File: config.mk
export PLATFORM = sky130hd
export DESIGN_NAME = kps_ram
export DESIGN_NICKNAME = d
export VERILOG_FILES = /design/src/hw/rtl/kps_ram.sv
export SDC_FILE = /design/constraint.sdc
export NUM_CORES = 1
export LEC_CHECK = 0
export ABC_AREA = 1
export BUFFER_PORTS_ARGS = -buffer_cell sky130_fd_sc_hd__buf_2
export CORE_ASPECT_RATIO = 1.1
export CORE_MARGIN = 3
export CORE_UTILIZATION = 65
export DETAILED_ROUTE_END_ITERATION = 10
export GPL_TIMING_DRIVEN = 0
export HOLD_SLACK_MARGIN = 0.12
export PLACE_DENSITY = 0.85
export SLEW_MARGIN = 20
export SYNTH_ARGS = -nofsm -noshare
export SYNTH_HDL_FRONTEND = slang
export SYNTH_SLANG_ARGS = --single-unit
File: constraint.sdc
create_clock -name clock -period 3.1 [get_ports clock]
set_input_delay 0.31 -clock clock [delete_from_list [all_inputs] [get_ports clock]]
set_output_delay 0.31 -clock clock [all_outputs]
set_load 0.01 [all_outputs]
File: src/hw/rtl/kps_ram.sv
// Generic single-write, single-read synchronous RAM with registered read data.
// No dependencies.
module kps_ram #(
   parameter int WIDTH = 8,
   parameter int DEPTH = 64,
   localparam int AW   = (DEPTH > 1) ? $clog2(DEPTH) : 1
) (
   input  logic             clock,
   input  logic             wr_en,
   input  logic [AW-1:0]    wr_addr,
   input  logic [WIDTH-1:0] wr_data,
   input  logic             rd_en,
   input  logic [AW-1:0]    rd_addr,
   output logic [WIDTH-1:0] rd_data
);

   logic [WIDTH-1:0] mem [DEPTH];
   logic [WIDTH-1:0] rd_data_ff;

   always_ff @(posedge clock) begin
      if (wr_en) begin
         mem[wr_addr] <= wr_data;
      end
      // hold the last word read until the next read
      if (rd_en) begin
         rd_data_ff <= mem[rd_addr];
      end
   end

   assign rd_data = rd_data_ff;

endmodule

==> impl_metrics.tcl <==
set metrics [dict create \
    max_clock_freq_mhz 447 \
    dr_total_vias 15100 \
    coreArea_um2 32400 \
    power_density_nw_per_um2 617 \
    ys_async_sr_fraction 0 \
    grt_use_total 0.351 \
    regToRegEndpoint "rd_data[0]" \
    swShare 0.223 \
    grt_use_met2 0.576 \
    worst_setup_path_start_kind "primary input" \
    htreeDepth 2 \
    rsz0062_at_grt "false" \
    grt_pass1_vias 15000 \
    die_x_um 179 \
    drive_gt1_frac 0.101 \
    synth_top_flop_cell "edfxtp_1" \
    r2r_cells 8 \
    antenna_found_initial 1 \
    worst_pin_slew_ps 1020 \
    crit_start "wr_addr[0]" \
    num_antenna_cells 0 \
    grt_pass1_wl_um 89500 \
    layoutNonFillerInstCount 2349 \
    p_comb_frac 0.071 \
    dp.cells 2261 \
    slew_viol_final 0 \
    period_needed_ps 2230 \
    die_area_um2 35200 \
    outcome "completed" \
    drt_first_pass_iters 6 \
    overflow 0 \
    rrSetupSlack_ps 1480 \
    io_pins 31 \
    netlist-cell-type-count 15 \
    synth_cells 1805 \
    drt_iter0_markers 2435 \
    cts_resized 0 \
    cts_tree "done" \
    hold_viol 0 \
    portBuffers 22 \
    syn2layout_area_growth_pct 10.7 \
    cts_buffers 48 \
    syn_area_um2 21400 \
    skew_ps 15.6 \
    drc 0 \
    clock_path_buffers 3 \
    clk_latency_ps 570 \
    timing.rr.start "mem[27][0]" \
    top_usage_layer "met2" \
    synth.avg_cell_area_um2 11.9 \
    synth-edff-count 520 \
    drt_wl_total_um 60000 \
    ant_nets 0 \
    cts_root_buf "clkbuf_16" \
    avgViaCountPerCell 6.43 \
    hold_path.class "in2reg" \
    cp.required_ps 3280 \
    setup_tns_ps 0 \
    dieHeight_um 196 \
    clkTransAtPathRegs_ps 60 \
    setup_viol 0 \
    path_class "in2reg" \
    cap_violations 0 \
    cp_data_arrival_time_ps 2420 \
    cts_sinks 520 \
    ir_worst_vdd_uv 548 \
    worstSetupEndpointType "flop" \
    yosys_warnings 0 \
    cts_setup_buffers 0 \
    seq_area_frac_synth 0.729 \
    use_met1 0.440 \
    use_met3 0.0829 \
    crit_path_end "mem[10][6]" \
    grt_max_degree 65 \
    rows 69 \
    holdWs_ps 153 \
    min_period_over_period 0.721 \
    holdBufCountCts 0 \
    slew_headroom 0.320 \
    p_leak_nw 8.62 \
    wl_per_cell_um 25.6 \
    post-dp-hpwl_um 39400 \
    power_switching_mw 3.26 \
    seqPwrFrac 0.534 \
    finalNetCount 1908 \
    p_int_mw 11.4 \
    synth_fp_nets 1828 \
    worst-path-max-fanout 9 \
    synth-seq-cells 520 \
    gp_congestion 0.981 \
    initial_utilization 0.662 \
    clockPowerShare 0.396 \
]
-- cell type report --
cell class | instances | area, um^2
Sequential cell | 520 | 15600
Inverter | 12 | 50.0
Clock inverter | 27 | 254
Buffer | 113 | 808
Fill cell | 2056 | 8670
Clock buffer | 61 | 1270
Tap cell | 426 | 533
Timing Repair Buffer | 30 | 175
Multi-Input combinational cell | 1160 | 5000
-- cells in the final DEF, fill, tap and decap left out --
cell type and count:
inv_2 1, bufinv_16 5, nand4_1 9, buf_1 10, clkinvlp_4 2, buf_8 2, nor2_1 56, nand3_1 439
buf_6 35, clkinv_2 11, inv_6 1, inv_1 10, nand2_1 648, buf_4 24, edfxtp_1 520, nor4_2 8
clkbuf_16 49, buf_2 57, clkbuf_1 27, clkinv_1 9
-- through the flow --
step | cell area, um^2 | total power [mW] | setup WS [ps] | utilization
global placement | 22100 | 8.92 | 271 | 0.681
finish | 23700 | 14.6 | 865 | 0.732
floorplan | 21400 | 8.51 | 1020 | -
global route | 23700 | 15.0 | 822 | 0.732
detailed placement | 22200 | 8.96 | 405 | 0.685
CTS | 23700 | 14.6 | 951 | 0.732
-- power groups by stage --
| stage | clock network [mW] | logic (mW) | registers, mW |
|---|---|---|---|
| floorplan | 0 | 0.547 | 7.96 |
| global placement | 0 | 0.954 | 7.96 |
| detailed placement | 0 | 0.993 | 7.96 |
| CTS | 5.78 | 1.00 | 7.81 |
| global route | 6.07 | 1.10 | 7.81 |
| finish | 5.79 | 1.03 | 7.81 |
-- cells in the mapped netlist (2+ instances only) --
| cell type | n | area [um^2] |
|---|---|---|
| buf_1 | 10 | 37.5 |
| buf_2 | 37 | 185 |
| buf_4 | 14 | 105 |
| buf_6 | 35 | 394 |
| buf_8 | 2 | 30.0 |
| clkbuf_1 | 15 | 56.3 |
| edfxtp_1 | 520 | 15600 |
| inv_1 | 10 | 37.5 |
| nand2_1 | 648 | 2430 |
| nand3_1 | 439 | 2200 |
| nand4_1 | 9 | 56.3 |
| nor2_1 | 56 | 210 |
| nor4_1 | 8 | 50.1 |
-- sequential cells by signal, indices dropped and copies added (netlist names) --
name / cells
mem: 512
rd_data: 8
-- how the worst min path moves through the flow --
stage | from | endpoint | slack (ps) | cells past startpoint
global placement | rd_en | rd_data[3] | 710 | 1
detailed placement | rd_en | rd_data[5] | 710 | 1
floorplan | wr_data[0] | mem[0][0] | 410 | 0
finish | rd_en | rd_data[7] | 150 | 1
CTS | rd_en | rd_data[3] | 130 | 1
global route | rd_en | rd_data[5] | 150 | 1
-- critical path, stage by stage --
cell	delay, ps
clkbuf_1	230
inv_1	320
nand4_1	640
nor2_1	900
-- routing by layer --
metal,routed length (um),part of all wire
met1,20000,0.33
met2,29400,0.49
met3,7060,0.12
met4,3610,0.060
met5,12,0.00020
-- logic make-up after synthesis --
kind of cell | count (synthesis) | synth area share
buffers and inverters | 125 | 0.0401
DFF | 520 | 0.729
and+or+nand+nor | 1160 | 0.231
Power figures use the tool's default switching activity.
